<file path="config.mk">
export PLATFORM = sky130hd
export DESIGN_NAME = thumb_store_execute_unit_flat
export DESIGN_NICKNAME = d
export VERILOG_FILES = /design/src/hdl/tse_pkg.sv /design/src/hdl/tse_if.sv /design/src/hdl/tse_ram.sv /design/src/hdl/thumb_store_execute_unit.sv /design/src/flat_wrapper.sv
export SDC_FILE = /design/constraint.sdc
export NUM_CORES = 2
export LEC_CHECK = 0
export BUFFER_PORTS_ARGS = -buffer_cell sky130_fd_sc_hd__buf_4
export CAP_MARGIN = 25
export CORE_MARGIN = 4
export CORE_UTILIZATION = 63
export DETAILED_ROUTE_END_ITERATION = 8
export PLACE_DENSITY = 0.82
export SLEW_MARGIN = 10
export SYNTH_ARGS = -nofsm -noshare
export SYNTH_HDL_FRONTEND = slang
export SYNTH_SLANG_ARGS = --single-unit
</file>
<file path="constraint.sdc">
create_clock -name i_clk -period 13 [get_ports i_clk]
set_input_delay 1.95 -clock i_clk [delete_from_list [all_inputs] [get_ports i_clk]]
set_output_delay 1.95 -clock i_clk [all_outputs]
set_load 0.02 [all_outputs]
</file>
<file path="src/hdl/tse_pkg.sv">
// Shared constants, codes, result type and decode helpers for the thumb store unit.
// No dependencies; thumb_store_execute_unit uses this package.
package tse_pkg;

    localparam int REG_COUNT = 16;
    localparam int REG_AW    = $clog2(REG_COUNT);

    typedef logic [REG_AW-1:0] t_reg_idx;

    localparam t_reg_idx SP_INDEX = t_reg_idx'(13);
    localparam t_reg_idx PC_INDEX = t_reg_idx'(15);
    localparam t_reg_idx RT_LIMIT = t_reg_idx'(13);

    // input opcodes
    localparam logic [1:0] OP_WR_REG = 2'd0;
    localparam logic [1:0] OP_RD_REG = 2'd1;
    localparam logic [1:0] OP_EXEC   = 2'd2;

    // result kinds
    localparam logic [2:0] KIND_WRITE   = 3'd0;
    localparam logic [2:0] KIND_READ    = 3'd1;
    localparam logic [2:0] KIND_UNPRED  = 3'd2;
    localparam logic [2:0] KIND_BADADDR = 3'd3;
    localparam logic [2:0] KIND_UNKNOWN = 3'd4;

    // access sizes
    localparam logic [1:0] SIZE_BYTE = 2'd0;
    localparam logic [1:0] SIZE_HALF = 2'd1;
    localparam logic [1:0] SIZE_WORD = 2'd2;

    // instruction forms
    typedef logic [3:0] t_form;
    localparam t_form FORM_NONE     = 4'd0;
    localparam t_form FORM_STR_IMM  = 4'd1;
    localparam t_form FORM_STR_REG  = 4'd2;
    localparam t_form FORM_STR_SP   = 4'd3;
    localparam t_form FORM_STRB_IMM = 4'd4;
    localparam t_form FORM_STR_T4   = 4'd5;
    localparam t_form FORM_STRB_T2  = 4'd6;
    localparam t_form FORM_STRB_T3  = 4'd7;
    localparam t_form FORM_STRD     = 4'd8;
    localparam t_form FORM_STRH_T2  = 4'd9;

    // must-be-one / must-be-zero masks
    localparam logic [31:0] STR_IMM_ONES  = 32'h0000_6000;
    localparam logic [31:0] STR_IMM_ZEROS = 32'hffff_9800;
    localparam logic [31:0] STR_REG_ONES  = 32'h0000_5000;
    localparam logic [31:0] STR_REG_ZEROS = 32'hffff_ae00;
    localparam logic [31:0] STR_SP_ONES   = 32'h0000_9000;
    localparam logic [31:0] STR_SP_ZEROS  = 32'hffff_6800;
    localparam logic [31:0] STRB_IMM_ONES = 32'h0000_7000;
    localparam logic [31:0] STRB_IMM_ZEROS = 32'hffff_8800;
    localparam logic [31:0] STR_T4_ONES   = 32'hf840_0800;
    localparam logic [31:0] STR_T4_ZEROS  = 32'h07b0_0000;
    localparam logic [31:0] STRB_T2_ONES  = 32'hf880_0000;
    localparam logic [31:0] STRB_T2_ZEROS = 32'h0770_0000;
    localparam logic [31:0] STRB_T3_ONES  = 32'hf800_0800;
    localparam logic [31:0] STRB_T3_ZEROS = 32'h07f0_0000;
    localparam logic [31:0] STRD_ONES     = 32'he840_0000;
    localparam logic [31:0] STRD_ZEROS    = 32'h1610_0000;
    localparam logic [31:0] STRH_T2_ONES  = 32'hf8a0_0000;
    localparam logic [31:0] STRH_T2_ZEROS = 32'h0750_0000;

    typedef struct packed {
        logic [2:0]  result_kind;
        logic [31:0] address;
        logic [31:0] write_data;
        logic [1:0]  access_size;
        logic [31:0] read_data;
        logic        last;
    } t_result;

    function automatic logic f_match(logic [31:0] w, logic [31:0] ones, logic [31:0] zeros);
        return ((w & ones) == ones) && ((w & zeros) == 32'd0);
    endfunction

    // first matching form wins
    function automatic t_form f_decode(logic [31:0] w);
        t_form form;
        form = FORM_NONE;
        if (f_match(w, STR_IMM_ONES, STR_IMM_ZEROS)) begin
            form = FORM_STR_IMM;
        end else if (f_match(w, STR_REG_ONES, STR_REG_ZEROS)) begin
            form = FORM_STR_REG;
        end else if (f_match(w, STR_SP_ONES, STR_SP_ZEROS)) begin
            form = FORM_STR_SP;
        end else if (f_match(w, STRB_IMM_ONES, STRB_IMM_ZEROS)) begin
            form = FORM_STRB_IMM;
        end else if (f_match(w, STR_T4_ONES, STR_T4_ZEROS)) begin
            form = FORM_STR_T4;
        end else if (f_match(w, STRB_T2_ONES, STRB_T2_ZEROS)) begin
            form = FORM_STRB_T2;
        end else if (f_match(w, STRB_T3_ONES, STRB_T3_ZEROS)) begin
            form = FORM_STRB_T3;
        end else if (f_match(w, STRD_ONES, STRD_ZEROS)) begin
            form = FORM_STRD;
        end else if (f_match(w, STRH_T2_ONES, STRH_T2_ZEROS)) begin
            form = FORM_STRH_T2;
        end
        return form;
    endfunction

    function automatic logic [31:0] f_size_mask(logic [1:0] size, logic [31:0] data);
        logic [31:0] m;
        case (size)
            SIZE_BYTE: m = {24'd0, data[7:0]};
            SIZE_HALF: m = {16'd0, data[15:0]};
            default:   m = data;
        endcase
        return m;
    endfunction

endpackage

</file>
<file path="src/hdl/tse_if.sv">
// Valid/ready channel interfaces for the thumb store unit: command input and result output.
// Depends on nothing; payload widths follow the block's field list.
interface tse_in_if;
    logic        valid;
    logic        ready;
    logic [1:0]  opcode;
    logic [31:0] instruction;
    logic [3:0]  reg_index;
    logic [31:0] reg_value;

    modport source (output valid, output opcode, output instruction,
                    output reg_index, output reg_value, input ready);
    modport sink   (input valid, input opcode, input instruction,
                    input reg_index, input reg_value, output ready);
endinterface

interface tse_out_if;
    logic        valid;
    logic        ready;
    logic [2:0]  result_kind;
    logic [31:0] address;
    logic [31:0] write_data;
    logic [1:0]  access_size;
    logic [31:0] read_data;
    logic        last;

    modport source (output valid, output result_kind, output address, output write_data,
                    output access_size, output read_data, output last, input ready);
    modport sink   (input valid, input result_kind, input address, input write_data,
                    input access_size, input read_data, input last, output ready);
endinterface

</file>
<file path="src/hdl/tse_ram.sv">
// Generic single-write, single-read RAM with registered read data.
// No dependencies.
module tse_ram #(
    parameter int WIDTH = 32,
    parameter int DEPTH = 16
) (
    input  logic                     i_clk,
    input  logic                     i_wr_en,
    input  logic [$clog2(DEPTH)-1:0] i_wr_addr,
    input  logic [WIDTH-1:0]         i_wr_data,
    input  logic                     i_rd_en,
    input  logic [$clog2(DEPTH)-1:0] i_rd_addr,
    output logic [WIDTH-1:0]         o_rd_data
);

    logic [WIDTH-1:0] r_mem [DEPTH];
    logic [WIDTH-1:0] r_rd_data;

    always_ff @(posedge i_clk) begin
        if (i_wr_en) begin
            r_mem[i_wr_addr] <= i_wr_data;
        end
        if (i_rd_en) begin
            r_rd_data <= r_mem[i_rd_addr];
        end
    end

    assign o_rd_data = r_rd_data;

endmodule

</file>
<file path="src/hdl/thumb_store_execute_unit.sv">
// Thumb store execute unit: decode, register read, address generation and result output.
// Depends on tse_pkg, tse_if (tse_in_if, tse_out_if) and tse_ram.
// An item passes the input register (r_ex), then its results the output register (r_out).
// Throughput: one item per cycle while o_out.ready allows; STRD holds its second write in
//   the second output slot, so the single result port, one transfer per cycle, sets the rate
//   and the next item with a result waits behind an STRD until that second write has left.
// Reset: synchronous, active low; clears all pipeline valids and the per-register
//   written flags, so every register reads as zero until written. No clearing pass.
module thumb_store_execute_unit (
    input  logic       i_clk,
    input  logic       i_rst_n,
    tse_in_if.sink     i_in,
    tse_out_if.source  o_out
);

    localparam int NPORT = 3;   // base, data, third operand (Rm or Rt2)

    typedef struct packed {
        logic [1:0]        opcode;
        logic [31:0]       instruction;
        tse_pkg::t_form    form;
        tse_pkg::t_reg_idx reg_index;
        logic [31:0]       reg_value;
    } t_ex;

    // ------------------------------------------------------------------
    // Handshake and stage control
    // ------------------------------------------------------------------
    logic r_ex_v;
    t_ex  r_ex;
    logic r_out_v;
    logic r_out2_v;
    tse_pkg::t_result r_out;
    tse_pkg::t_result r_out2;

    logic       in_xfer;
    logic       out_xfer;
    logic       out_space;
    logic       ex_commit;
    logic [1:0] ex_nres;

    assign out_xfer  = r_out_v && o_out.ready;
    // room for a new result set: empty, or draining the last held result
    assign out_space = !r_out_v || (out_xfer && !r_out2_v);
    assign ex_commit = r_ex_v && ((ex_nres == 2'd0) || out_space);
    assign i_in.ready = !r_ex_v || ex_commit;
    assign in_xfer   = i_in.valid && i_in.ready;

    // ------------------------------------------------------------------
    // Register file: three RAM copies, one read port each, common write
    // ------------------------------------------------------------------
    logic              wr_en;
    tse_pkg::t_reg_idx wr_addr;
    logic [31:0]       wr_data;

    logic [tse_pkg::REG_COUNT-1:0] r_written;
    tse_pkg::t_reg_idx rd_addr [NPORT];
    logic [31:0]       ram_q   [NPORT];
    logic [NPORT-1:0]  r_hit;
    logic [NPORT-1:0]  r_vld;
    logic [31:0]       r_fwd_data;
    logic [31:0]       opnd    [NPORT];

    tse_pkg::t_form    in_form;
    logic [31:0]       in_w;

    assign in_w    = i_in.instruction;
    assign in_form = tse_pkg::f_decode(in_w);

    // pick read addresses from the incoming word so data lands with the item
    always_comb begin
        rd_addr[0] = in_w[19:16];
        rd_addr[1] = in_w[15:12];
        rd_addr[2] = in_w[11:8];
        if (i_in.opcode == tse_pkg::OP_RD_REG) begin
            rd_addr[0] = i_in.reg_index;
        end else begin
            case (in_form)
                tse_pkg::FORM_STR_IMM, tse_pkg::FORM_STRB_IMM: begin
                    rd_addr[0] = tse_pkg::t_reg_idx'(in_w[5:3]);
                    rd_addr[1] = tse_pkg::t_reg_idx'(in_w[2:0]);
                end
                tse_pkg::FORM_STR_REG: begin
                    rd_addr[0] = tse_pkg::t_reg_idx'(in_w[5:3]);
                    rd_addr[1] = tse_pkg::t_reg_idx'(in_w[2:0]);
                    rd_addr[2] = tse_pkg::t_reg_idx'(in_w[8:6]);
                end
                tse_pkg::FORM_STR_SP: begin
                    rd_addr[0] = tse_pkg::SP_INDEX;
                    rd_addr[1] = tse_pkg::t_reg_idx'(in_w[10:8]);
                end
                default: begin
                end
            endcase
        end
    end

    for (genvar k = 0; k < NPORT; k++) begin : g_rf
        tse_ram #(
            .WIDTH (32),
            .DEPTH (tse_pkg::REG_COUNT)
        ) u_rf (
            .i_clk     (i_clk),
            .i_wr_en   (wr_en),
            .i_wr_addr (wr_addr),
            .i_wr_data (wr_data),
            .i_rd_en   (in_xfer),
            .i_rd_addr (rd_addr[k]),
            .o_rd_data (ram_q[k])
        );

        // forward a write that lands on the same edge as the read; unwritten reads zero
        assign opnd[k] = r_hit[k] ? r_fwd_data : (r_vld[k] ? ram_q[k] : 32'd0);
    end

    always_ff @(posedge i_clk) begin
        if (!i_rst_n) begin
            r_written <= '0;
        end else if (wr_en) begin
            r_written[wr_addr] <= 1'b1;
        end
    end

    // ------------------------------------------------------------------
    // Input register
    // ------------------------------------------------------------------
    always_ff @(posedge i_clk) begin
        if (!i_rst_n) begin
            r_ex_v <= 1'b0;
        end else if (in_xfer) begin
            r_ex_v <= 1'b1;
        end else if (ex_commit) begin
            r_ex_v <= 1'b0;
        end
    end

    always_ff @(posedge i_clk) begin
        if (in_xfer) begin
            r_ex.opcode      <= i_in.opcode;
            r_ex.instruction <= in_w;
            r_ex.form        <= in_form;
            r_ex.reg_index   <= i_in.reg_index;
            r_ex.reg_value   <= i_in.reg_value;
            r_fwd_data       <= wr_data;
            for (int k = 0; k < NPORT; k++) begin
                r_hit[k] <= wr_en && (wr_addr == rd_addr[k]);
                r_vld[k] <= r_written[rd_addr[k]];
            end
        end
    end

    // ------------------------------------------------------------------
    // Execute: offset select, one add/subtract plus +4 for STRD, checks, result build
    // ------------------------------------------------------------------
    logic [31:0]       w;
    tse_pkg::t_reg_idx rt;
    tse_pkg::t_reg_idx rn;
    tse_pkg::t_reg_idx rt2;
    logic [31:0]       base;
    logic [31:0]       offset;
    logic              idx_pre;
    logic              idx_up;
    logic              idx_wb;
    logic [1:0]        size;
    logic [31:0]       moved;
    logic [31:0]       addr;
    logic [31:0]       addr2;
    logic              bad;
    logic [2:0]        bad_kind;
    logic              ex_wr_en;
    tse_pkg::t_reg_idx ex_wr_addr;
    logic [31:0]       ex_wr_data;
    tse_pkg::t_result  ex_res0;
    tse_pkg::t_result  ex_res1;

    assign w    = r_ex.instruction;
    assign rt   = w[15:12];
    assign rn   = w[19:16];
    assign rt2  = w[11:8];
    assign base = opnd[0];

    always_comb begin
        offset  = 32'd0;
        idx_pre = 1'b1;
        idx_up  = 1'b1;
        idx_wb  = 1'b0;
        size    = tse_pkg::SIZE_WORD;
        case (r_ex.form)
            tse_pkg::FORM_STR_IMM:  offset = {25'd0, w[10:6], 2'b00};
            tse_pkg::FORM_STR_REG:  offset = opnd[2];
            tse_pkg::FORM_STR_SP:   offset = {22'd0, w[7:0], 2'b00};
            tse_pkg::FORM_STRB_IMM: begin
                offset = {27'd0, w[10:6]};
                size   = tse_pkg::SIZE_BYTE;
            end
            tse_pkg::FORM_STR_T4, tse_pkg::FORM_STRB_T3: begin
                offset  = {24'd0, w[7:0]};
                idx_pre = w[10];
                idx_up  = w[9];
                idx_wb  = w[8];
                size    = (r_ex.form == tse_pkg::FORM_STR_T4) ? tse_pkg::SIZE_WORD
                                                              : tse_pkg::SIZE_BYTE;
            end
            tse_pkg::FORM_STRB_T2: begin
                offset = {20'd0, w[11:0]};
                size   = tse_pkg::SIZE_BYTE;
            end
            tse_pkg::FORM_STRH_T2: begin
                offset = {20'd0, w[11:0]};
                size   = tse_pkg::SIZE_HALF;
            end
            tse_pkg::FORM_STRD: begin
                offset  = {22'd0, w[7:0], 2'b00};
                idx_pre = w[24];
                idx_up  = w[23];
                idx_wb  = w[21];
            end
            default: begin
            end
        endcase
    end

    assign moved = idx_up ? (base + offset) : (base - offset);
    assign addr  = idx_pre ? moved : base;
    assign addr2 = addr + 32'd4;

    // register-choice and alignment checks per form
    always_comb begin
        bad      = 1'b0;
        bad_kind = tse_pkg::KIND_UNPRED;
        case (r_ex.form)
            tse_pkg::FORM_STR_IMM, tse_pkg::FORM_STR_REG:
                bad = (addr[1:0] != 2'b00);
            tse_pkg::FORM_STR_SP: begin
                bad      = (addr[1:0] != 2'b00);
                bad_kind = tse_pkg::KIND_BADADDR;
            end
            tse_pkg::FORM_STRB_IMM:
                bad = 1'b0;
            tse_pkg::FORM_STR_T4:
                bad = (rt == tse_pkg::PC_INDEX) || (idx_wb && (rn == rt));
            tse_pkg::FORM_STRB_T2:
                bad = (rn == tse_pkg::PC_INDEX) || (rt >= tse_pkg::RT_LIMIT);
            tse_pkg::FORM_STRB_T3:
                bad = (rt == tse_pkg::SP_INDEX) || (rt == tse_pkg::PC_INDEX)
                      || (idx_wb && (rn == rt));
            tse_pkg::FORM_STRH_T2:
                bad = (rt == tse_pkg::SP_INDEX) || (rt == tse_pkg::PC_INDEX);
            tse_pkg::FORM_STRD:
                bad = (!idx_pre && !idx_wb) || (idx_wb && ((rn == rt) || (rn == rt2)))
                      || (rn == tse_pkg::PC_INDEX) || (rt >= tse_pkg::RT_LIMIT)
                      || (rt2 >= tse_pkg::RT_LIMIT);
            default: begin
                bad      = 1'b1;
                bad_kind = tse_pkg::KIND_UNKNOWN;
            end
        endcase
    end

    always_comb begin
        ex_res0    = '0;
        ex_res1    = '0;
        ex_nres    = 2'd0;
        ex_wr_en   = 1'b0;
        ex_wr_addr = r_ex.reg_index;
        ex_wr_data = r_ex.reg_value;
        case (r_ex.opcode)
            tse_pkg::OP_WR_REG: begin
                ex_wr_en = 1'b1;
            end
            tse_pkg::OP_RD_REG: begin
                ex_nres             = 2'd1;
                ex_res0.result_kind = tse_pkg::KIND_READ;
                ex_res0.read_data   = base;
                ex_res0.last        = 1'b1;
            end
            tse_pkg::OP_EXEC: begin
                if (bad) begin
                    ex_nres             = 2'd1;
                    ex_res0.result_kind = bad_kind;
                    ex_res0.address     = (bad_kind == tse_pkg::KIND_BADADDR) ? addr : 32'd0;
                    ex_res0.last        = 1'b1;
                end else begin
                    ex_res0.result_kind = tse_pkg::KIND_WRITE;
                    ex_res0.address     = addr;
                    ex_res0.write_data  = tse_pkg::f_size_mask(size, opnd[1]);
                    ex_res0.access_size = size;
                    ex_wr_en            = idx_wb;
                    ex_wr_addr          = rn;
                    ex_wr_data          = moved;
                    if (r_ex.form == tse_pkg::FORM_STRD) begin
                        ex_nres             = 2'd2;
                        ex_res0.last        = 1'b0;
                        ex_res1.result_kind = tse_pkg::KIND_WRITE;
                        ex_res1.address     = addr2;
                        ex_res1.write_data  = opnd[2];
                        ex_res1.access_size = tse_pkg::SIZE_WORD;
                        ex_res1.last        = 1'b1;
                    end else begin
                        ex_nres      = 2'd1;
                        ex_res0.last = 1'b1;
                    end
                end
            end
            default: begin
                // undefined opcode: drop with no effect
            end
        endcase
    end

    // commit register write only when the item leaves the execute stage
    assign wr_en   = ex_commit && ex_wr_en;
    assign wr_addr = ex_wr_addr;
    assign wr_data = ex_wr_data;

    // ------------------------------------------------------------------
    // Output register, two slots for STRD
    // ------------------------------------------------------------------
    always_ff @(posedge i_clk) begin
        if (!i_rst_n) begin
            r_out_v  <= 1'b0;
            r_out2_v <= 1'b0;
        end else if (ex_commit && (ex_nres != 2'd0)) begin
            // load a new result set; any held result is leaving on this edge
            r_out_v  <= 1'b1;
            r_out2_v <= (ex_nres == 2'd2);
        end else if (out_xfer) begin
            if (r_out2_v) begin
                r_out2_v <= 1'b0;
            end else begin
                r_out_v <= 1'b0;
            end
        end
    end

    always_ff @(posedge i_clk) begin
        if (ex_commit && (ex_nres != 2'd0)) begin
            r_out  <= ex_res0;
            r_out2 <= ex_res1;
        end else if (out_xfer && r_out2_v) begin
            r_out <= r_out2;
        end
    end

    assign o_out.valid       = r_out_v;
    assign o_out.result_kind = r_out.result_kind;
    assign o_out.address     = r_out.address;
    assign o_out.write_data  = r_out.write_data;
    assign o_out.access_size = r_out.access_size;
    assign o_out.read_data   = r_out.read_data;
    assign o_out.last        = r_out.last;

    // ------------------------------------------------------------------
    // Assertions
    // ------------------------------------------------------------------
    a_second_slot_needs_first: assert property (@(posedge i_clk) disable iff (!i_rst_n)
        r_out2_v |-> r_out_v)
        else $error("second result held without a first");

    a_first_of_pair_not_last: assert property (@(posedge i_clk) disable iff (!i_rst_n)
        r_out2_v |-> !r_out.last)
        else $error("first of a result pair marked last");

    a_pair_commit_fills_both: assert property (@(posedge i_clk) disable iff (!i_rst_n)
        (ex_commit && (ex_nres == 2'd2)) |=> (r_out_v && r_out2_v))
        else $error("double-write item did not fill both output slots");

    a_strd_base_not_pc: assert property (@(posedge i_clk) disable iff (!i_rst_n)
        (wr_en && (r_ex.opcode == tse_pkg::OP_EXEC) && (r_ex.form == tse_pkg::FORM_STRD))
        |-> (wr_addr != tse_pkg::PC_INDEX))
        else $error("STRD write-back to r15");

endmodule
</file>
<file path="src/flat_wrapper.sv">
// flat-port wrapper written by rule: the top's interface ports become plain ports
module thumb_store_execute_unit_flat 
  (i_clk, i_rst_n, i_in_valid, i_in_opcode, i_in_instruction, i_in_reg_index, i_in_reg_value, i_in_ready, o_out_valid, o_out_result_kind, o_out_address, o_out_write_data, o_out_access_size, o_out_read_data, o_out_last, o_out_ready);
  tse_in_if i_in_i ();
  tse_out_if o_out_i ();
  input  logic i_clk;
  input  logic i_rst_n;
  input wire logic [$bits(i_in_i.valid)-1:0] i_in_valid;
  input wire logic [$bits(i_in_i.opcode)-1:0] i_in_opcode;
  input wire logic [$bits(i_in_i.instruction)-1:0] i_in_instruction;
  input wire logic [$bits(i_in_i.reg_index)-1:0] i_in_reg_index;
  input wire logic [$bits(i_in_i.reg_value)-1:0] i_in_reg_value;
  output wire logic [$bits(i_in_i.ready)-1:0] i_in_ready;
  output wire logic [$bits(o_out_i.valid)-1:0] o_out_valid;
  output wire logic [$bits(o_out_i.result_kind)-1:0] o_out_result_kind;
  output wire logic [$bits(o_out_i.address)-1:0] o_out_address;
  output wire logic [$bits(o_out_i.write_data)-1:0] o_out_write_data;
  output wire logic [$bits(o_out_i.access_size)-1:0] o_out_access_size;
  output wire logic [$bits(o_out_i.read_data)-1:0] o_out_read_data;
  output wire logic [$bits(o_out_i.last)-1:0] o_out_last;
  input wire logic [$bits(o_out_i.ready)-1:0] o_out_ready;
  assign i_in_i.valid = i_in_valid;
  assign i_in_i.opcode = i_in_opcode;
  assign i_in_i.instruction = i_in_instruction;
  assign i_in_i.reg_index = i_in_reg_index;
  assign i_in_i.reg_value = i_in_reg_value;
  assign i_in_ready = i_in_i.ready;
  assign o_out_valid = o_out_i.valid;
  assign o_out_result_kind = o_out_i.result_kind;
  assign o_out_address = o_out_i.address;
  assign o_out_write_data = o_out_i.write_data;
  assign o_out_access_size = o_out_i.access_size;
  assign o_out_read_data = o_out_i.read_data;
  assign o_out_last = o_out_i.last;
  assign o_out_i.ready = o_out_ready;
  thumb_store_execute_unit u_core (.i_clk(i_clk), .i_rst_n(i_rst_n), .i_in(i_in_i), .o_out(o_out_i));
endmodule
</file>
## Yosys cells after proc, flatten, opt, wreduce, memory -nomap -nowiden

Memory sizes are Yosys's and may differ from the RTL's. A register that Yosys moved wholly into a read port is not among the register bits.
Cells that the tools add are included.

- Bits in writable memories: 1536
- Memories kept: 3
- Logic and storage cells: 212
- Register bits: 296

Memory list:

| name | depth | width | read ports | clocked after Yosys merged registers in | write ports | line | RTL |
|---|---|---|---|---|---|---|---|
| u_core.g_rf[0].u_rf.r_mem | 16 | 32 | 1 | 1 | 1 | tse_ram.sv:16 | `logic [WIDTH-1:0] r_mem [DEPTH];` |
| u_core.g_rf[1].u_rf.r_mem | 16 | 32 | 1 | 1 | 1 | tse_ram.sv:16 |  |
| u_core.g_rf[2].u_rf.r_mem | 16 | 32 | 1 | 1 | 1 | tse_ram.sv:16 |  |

- Bitwise operators: 3
- Eq/ne operators: 37
- Muxes and demuxes: 69
- $add $sub $neg: 3
- Reductions and logical operators: 67
- Order comparisons: 7

Operator list:

| kind | count |
|---|---|
| $mux W32 | 12 |
| $logic_not A32 Y1 | 9 |
| $mux W102 | 2 |
| $pmux W32 S6 | 1 |
| $mux W66 | 1 |
| $pmux W32 S2 | 1 |
| $mux W4 | 13 |
| $mux W35 | 1 |
| $mux W34 | 1 |
| $add A32 B3 Y32 const B | 1 |
| $add A32 B32 Y32 | 1 |
| $sub A32 B32 Y32 | 1 |
| $logic_and A1 B1 Y1 | 23 |
| $eq A4 B3 Y1 const B | 5 |
| $eq A4 B4 Y1 | 5 |
| $eq A4 B4 Y1 const B | 5 |
| $lt A4 B5 Y1 const B | 4 |
| $mux W1 | 17 |
| $eq A4 B2 Y1 const B | 4 |
| $or A16 B16 Y16 | 1 |
| $pmux W8 S2 | 1 |
| $eq A7 B7 Y1 const B | 2 |
| $bmux W1 S4 | 3 |
| $eq A6 B6 Y1 const B | 2 |
| other kinds (26) | 70 |

## Depth between registers and ports, before layout

- Depth after elaboration: 18
- Mapped depth: 24
- Depth with buffers taken out: 21

## Cells and area by module

A second synthesis with hierarchy kept.

- Cells, all modules: 4171
- Area, all modules: 77438.0 um^2

Modules (own cells, without submodules):

| module | instances | cells an instance | seq. area each (um^2) | area an instance (um^2) |
|---|---|---|---|---|
| tse_ram at u_core.g_rf[0].u_rf ... | 2 | 838 | 16335.7 | 20155.6 |
| tse_ram at u_core.g_rf[2].u_rf | 1 | 838 | 16335.7 | 20174.3 |
| thumb_store_execute_unit | 1 | 1657 | 8488.1 | 16952.5 |

## Worst setup path before layout

OpenSTA, ideal clock, no wires.

- Path kind: input -> register
- Start: input port o_out_ready
- End: register u_core.g_rf[0].u_rf.r_rd_data[0] (read register of u_core.g_rf[0].u_rf.r_mem) (enable)
- Arrival time: 11.131 ns
- Data required time: 12.217 ns
- Library setup time: 0.783 ns
- Cell stages on the path: 4
- Path slack: 1.086 ns
- Cell sequence: inv_1 > o21ai_0 > nor2_1 > nor2b_1

- Cells in the longest elaborated chain, start to end: 7

Ends and longest elaborated chain:

| what | line | RTL |
|---|---|---|
| start: declaration | flat_wrapper.sv:21 | `input wire logic [$bits(o_out_i.ready)-1:0] o_out_ready;` |
| $logic_and A1 B1 Y1 | thumb_store_execute_unit.sv:42 | `assign out_xfer = r_out_v && o_out.ready;` |
| $logic_and A1 B1 Y1 | thumb_store_execute_unit.sv:44 | `assign out_space = !r_out_v \|\| (out_xfer && !r_out2_v);` |
| $logic_or A1 B1 Y1 | thumb_store_execute_unit.sv:44 |  |
| $logic_or A1 B1 Y1 | thumb_store_execute_unit.sv:45 | `assign ex_commit = r_ex_v && ((ex_nres == 2'd0) \|\| out_space);` |
| $logic_and A1 B1 Y1 | thumb_store_execute_unit.sv:45 |  |
| $logic_or A1 B1 Y1 | thumb_store_execute_unit.sv:46 | `assign i_in.ready = !r_ex_v \|\| ex_commit;` |
| $logic_and A1 B1 Y1 | thumb_store_execute_unit.sv:47 | `assign in_xfer = i_in.valid && i_in.ready;` |
| net u_core.g_rf[0].u_rf.i_rd_en | tse_ram.sv:11 | `input logic i_rd_en,` |
| end: declaration | tse_ram.sv:17 | `logic [WIDTH-1:0] r_rd_data;` |

The timed path passes the listed nets, and every way through them passes these cells.
A chain may end at the register's enable or synchronous reset.

## Worst setup path after layout

- Start: register u_core.r_ex[38] in the netlist's numbering
- End: register u_core.r_out2[98] in the netlist's numbering, data pin

- Cells in the longest elaborated chain, start to end: 11

Ends and longest elaborated chain:

| what | line | RTL |
|---|---|---|
| start: declaration | thumb_store_execute_unit.sv:30 | `t_ex r_ex;` |
| parallel branches: the longest is 11 deep, another holds $sub A32 B32 Y32 | - |  |
| end signal: assignment | thumb_store_execute_unit.sv:339 | `r_out2 <= ex_res1;` |
| end: declaration | thumb_store_execute_unit.sv:34 | `tse_pkg::t_result r_out2;` |

Several ways; the timed one is not identified.

==> summary.md <==
| Metric | Value |
|---|---|
| Reg clk slew, reported paths | 60 ps |
| Area leader, netlist | edfxtp_1 |
| Xor and xnor area share after synthesis | 0.0139 |
| Setup Buffers After CTS | 0 |
| Register area | 26700 µm² |
| Post-synth top area share | 0.558 |
| Detailed Routing Iterations Pass 1 | 6 |
| Arr. time, crit path | 7900 ps |
| Max frequency | 133 MHz |
| Synth-to-layout area growth | 11.0% |
| Avg Synthesized Cell Area | 13.4 µm² |
| Post-synthesis compound-gate area fraction | 0.103 |
| Simple-gate portion of the synthesized area | 0.0778 |
| CTS resizes | 0 |
| Post-Syn Instances | 3517 |
| Row Count | 100 |
| WL per Instance | 30.3 µm |
| Vias | 33700 |
| Hpwl dp | 83.8 mm |
| Most common cell after layout, fill and taps aside | edfxtp_1 |
| DRC Markers | 0 |
| Ranking of synthesized cells by area | edfxtp_1, mux2i_1, mux4_2 |
| Worst slew pin tran | 1260 ps |
| Vias per inst | 7.24 |
| Filler instances | 4709 |
| Fin nets | 3726 |
| Setup Viol. Count Final | 0 |
| Mapped cell area | 47200 µm² |
| Net count after synthesis | 3628 |
| Fin. Hold Viols | 0 |
| Htree depth | 3 |
| Crit start category | register |
| Finished Core Util | 0.706 |
| Max IR drop VDD | 0.106 mV |
| CP max stage cell | or4b_1 |
| Maxcap violations | 0 |
| Initial Util | 0.636 |
| Max transition margin | 0.159 |
| Worst Path Required | 13370 ps |
| Worst path max stage delay | 830 ps |
| Initial antenna violation count | 8 |
| CTS tree | built |
| Die width | 282 µm |
| Int Pwr | 0.00498 W |
| LEAKAGE | 18.7 nW |
| Hold Buf Count CTS | 0 |
| Core Box Area | 74300 µm² |
| Cell family with the largest share of critical-path delay | compound AO/OA/AOI/OAI gates |
| CTS root buffer | clkbuf_16 |
| Status | complete, no violations |
| Sequential area share after synthesis | 0.566 |
| Routed WL | 141 mm |
| Multi-input combinational cell area | 19500 µm² |
| Synthesized flop and latch total | 897 |
| Sw Pwr | 0.00168 W |
| CP endpoint kind | register |
| Vias in the first global route | 32500 |
| Crit Path Max Fanout | 29 |
| Cell Pwr Density | 127 nW/µm² |
| Setup TNS | 0 ps |
| # port buffers | 177 |
| Logic pwr share | 0.125 |
| GRT Residual Overflow | 0 |
| Crit-path cells | or4b_1 -> a21oi_1 -> a211o_1 -> nor4_1 -> nand4_1 -> o21ai_1 -> o21ai_0 -> ha_1 -> nand2_1 -> o21a_1 -> a2111o_1 -> nor3_1 -> nor2_1 -> o211a_1 -> o31ai_1 -> nor2b_1 -> o2111a_1 -> xor2_1 -> nor2_1 |
| I/O pin cnt | 178 |
| RSZ-0062 raised after global routing | false |
| Tmin final | 7530 ps |
| RD Place Congestion | 0.948 |
| Fin crit share | 0.580 |
| Worst skew pair latency | 650 ps |
| Worst Skew | 22.0 ps |
| Initial detailed-routing violation count | 4924 |
| Die Area | 79400 µm² |
| Largest family of logic cells by synthesized area | multiplexers |
| Fraction of layout cells with a size suffix above 1 | 0.208 |
| Commonest non-fill, non-tap cells in the layout | edfxtp_1, mux2i_1, nand2_1 |
| Distinct cells, synth | 98 |
| First-pass GRT wire length | 205 mm |
| Number of flops mapped to enable cells by yosys | 878 |
| FFs w/ async S/R, synth | 0 |
| Crit Path Category | reg -> reg |
| Main synth FF type | edfxtp_1 |
| Register share of total power | 0.501 |
| Adder-cell share of the synthesized area | 0.00996 |
| Clock power frac | 0.375 |
| Most frequent CP cell | nor2_1 |
| Tot GR Track Use | 0.346 |
| Post-synthesis mux area share | 0.203 |
| Net Sw Frac | 0.252 |
| Die Y | 282 µm |
| Slew Viols, Final | 0 |
| Final Power | 0.00666 W |
| HP Class | reg -> reg |
| Total CTS buffers | 89 |
| Synthesis Warnings | 0 |
| Crit path buffers/inverters | 0 |
| Pin count of the biggest net entering global routing | 192 |
| Antenna-violating nets left | 0 |
| Worst-case clock buffer depth | 3 |
| Clk sink count | 897 |
[sequential cells by signal, summed over array words and instances, names as in the netlist]
name and flops:
u_core.o_out.address 32, u_core.o_out.valid 1, u_core.g_rf.u_rf.o_rd_data 96, u_core.o_out.write_data 32
u_core.r_vld 3, u_core.r_fwd_data 32, u_core.r_written 16, u_core.r_out2_v 1
u_core.g_rf.u_rf.r_mem 512, u_core.r_hit 3, u_core.r_ex 42, u_core.r_ex_v 1
u_core.w 23, u_core.o_out.read_data 32, u_core.o_out.last 1, u_core.o_out.access_size 2
u_core.o_out.result_kind 3, u_core.r_out2 65
[synth_stat cells, types with 8 or more instances]
library cell / count
o21a_1: 9
ha_1: 36
dfxtp_1: 19
clkbuf_1: 182
nand3_1: 34
or4_1: 34
a21o_1: 8
o21ai_1: 17
nor2b_1: 14
a211oi_1: 9
o22ai_1: 137
a21oi_1: 88
buf_6: 18
o211ai_1: 146
nand2b_1: 17
edfxtp_1: 878
a22o_1: 28
mux4_2: 165
mux2i_1: 411
and3_1: 20
nor2_1: 156
nand4_1: 50
nand3b_1: 18
nor4_1: 9
xnor2_1: 49
a22oi_1: 80
nand2_1: 330
o21ai_0: 131
a31oi_1: 9
buf_1: 22
xor2_1: 26
nor3_1: 22
inv_1: 42
buf_2: 18
o31ai_1: 17
mux2_2: 152
[logic make-up after synthesis]
group	count (synthesis)
DFF	897
and+or+nand+nor	757
AOI/OAI and AO/OA	732
muxes	730
buffers and inverters	289
xor gates and xnor gates	75
adders and majority gates	37
[power by group through the flow]
stage	logic (W)	registers, W	clock network, W
finish	0.000830	0.00333	0.00250
global route	0.000872	0.00333	0.00265
CTS	0.000804	0.00333	0.00251
detailed placement	0.000800	0.00339	0
global placement	0.000783	0.00339	0
floorplan	0.000548	0.00337	0
[per-stage QoR]
| stage | hold slack [ps] | worst slack [ps] | instances | cell area, µm² |
|---|---|---|---|---|
| final | 496 | 5470 | 4655 | 52400 |
| after global routing | 508 | 4990 | 4655 | 52400 |
| after CTS | 487 | 5620 | 4651 | 52400 |
| after detailed placement | 474 | 5610 | 4491 | 49600 |
| after global placement | 470 | 5730 | 4491 | 49600 |
| after floorplan | 447 | 1090 | 3517 | 47200 |
[worst register-to-register path: stages, from the launching register on]
cell and delay (ps):
edfxtp_1 780, or4b_1 830, a21oi_1 150, a211o_1 390, nor4_1 570, nand4_1 250
o21ai_1 730, o21ai_0 240, ha_1 450, nand2_1 80, o21a_1 220, a2111o_1 440
nor3_1 440, nor2_1 150, o211a_1 260, o31ai_1 540, nor2b_1 300, o2111a_1 220
xor2_1 160, nor2_1 60
[metal layers]
layer,vias to the layer above,wire length (µm),global-route usage
met5,-,24,0
met4,4,6930,0.155
met3,478,19600,0.0917
met2,2534,64400,0.541
met1,16500,49900,0.462
li1,14200,-,-
[final cells by class]
cell class | count | area share
Antenna cell | 2 | 0.0000954
Timing Repair Buffer | 254 | 0.0379
Sequential cell | 897 | 0.510
Multi-Input combinational cell | 2331 | 0.373
Tap cell | 969 | 0.0231
Inverter | 42 | 0.00303
Clock buffer | 103 | 0.0439
Clock inverter | 57 | 0.00931
[worst paths after layout]
check	from	to	slack [ps]	cells after the start
max	u_core.r_ex[38]	u_core.r_out2[98]	5470	19
min	u_core.r_written[12]	u_core.r_written[12]	500	2
max reg2reg	u_core.r_ex[38]	u_core.r_out2[98]	5470	19
min reg2reg	u_core.r_written[12]	u_core.r_written[12]	500	2
(Power assumes the default switching activity.)
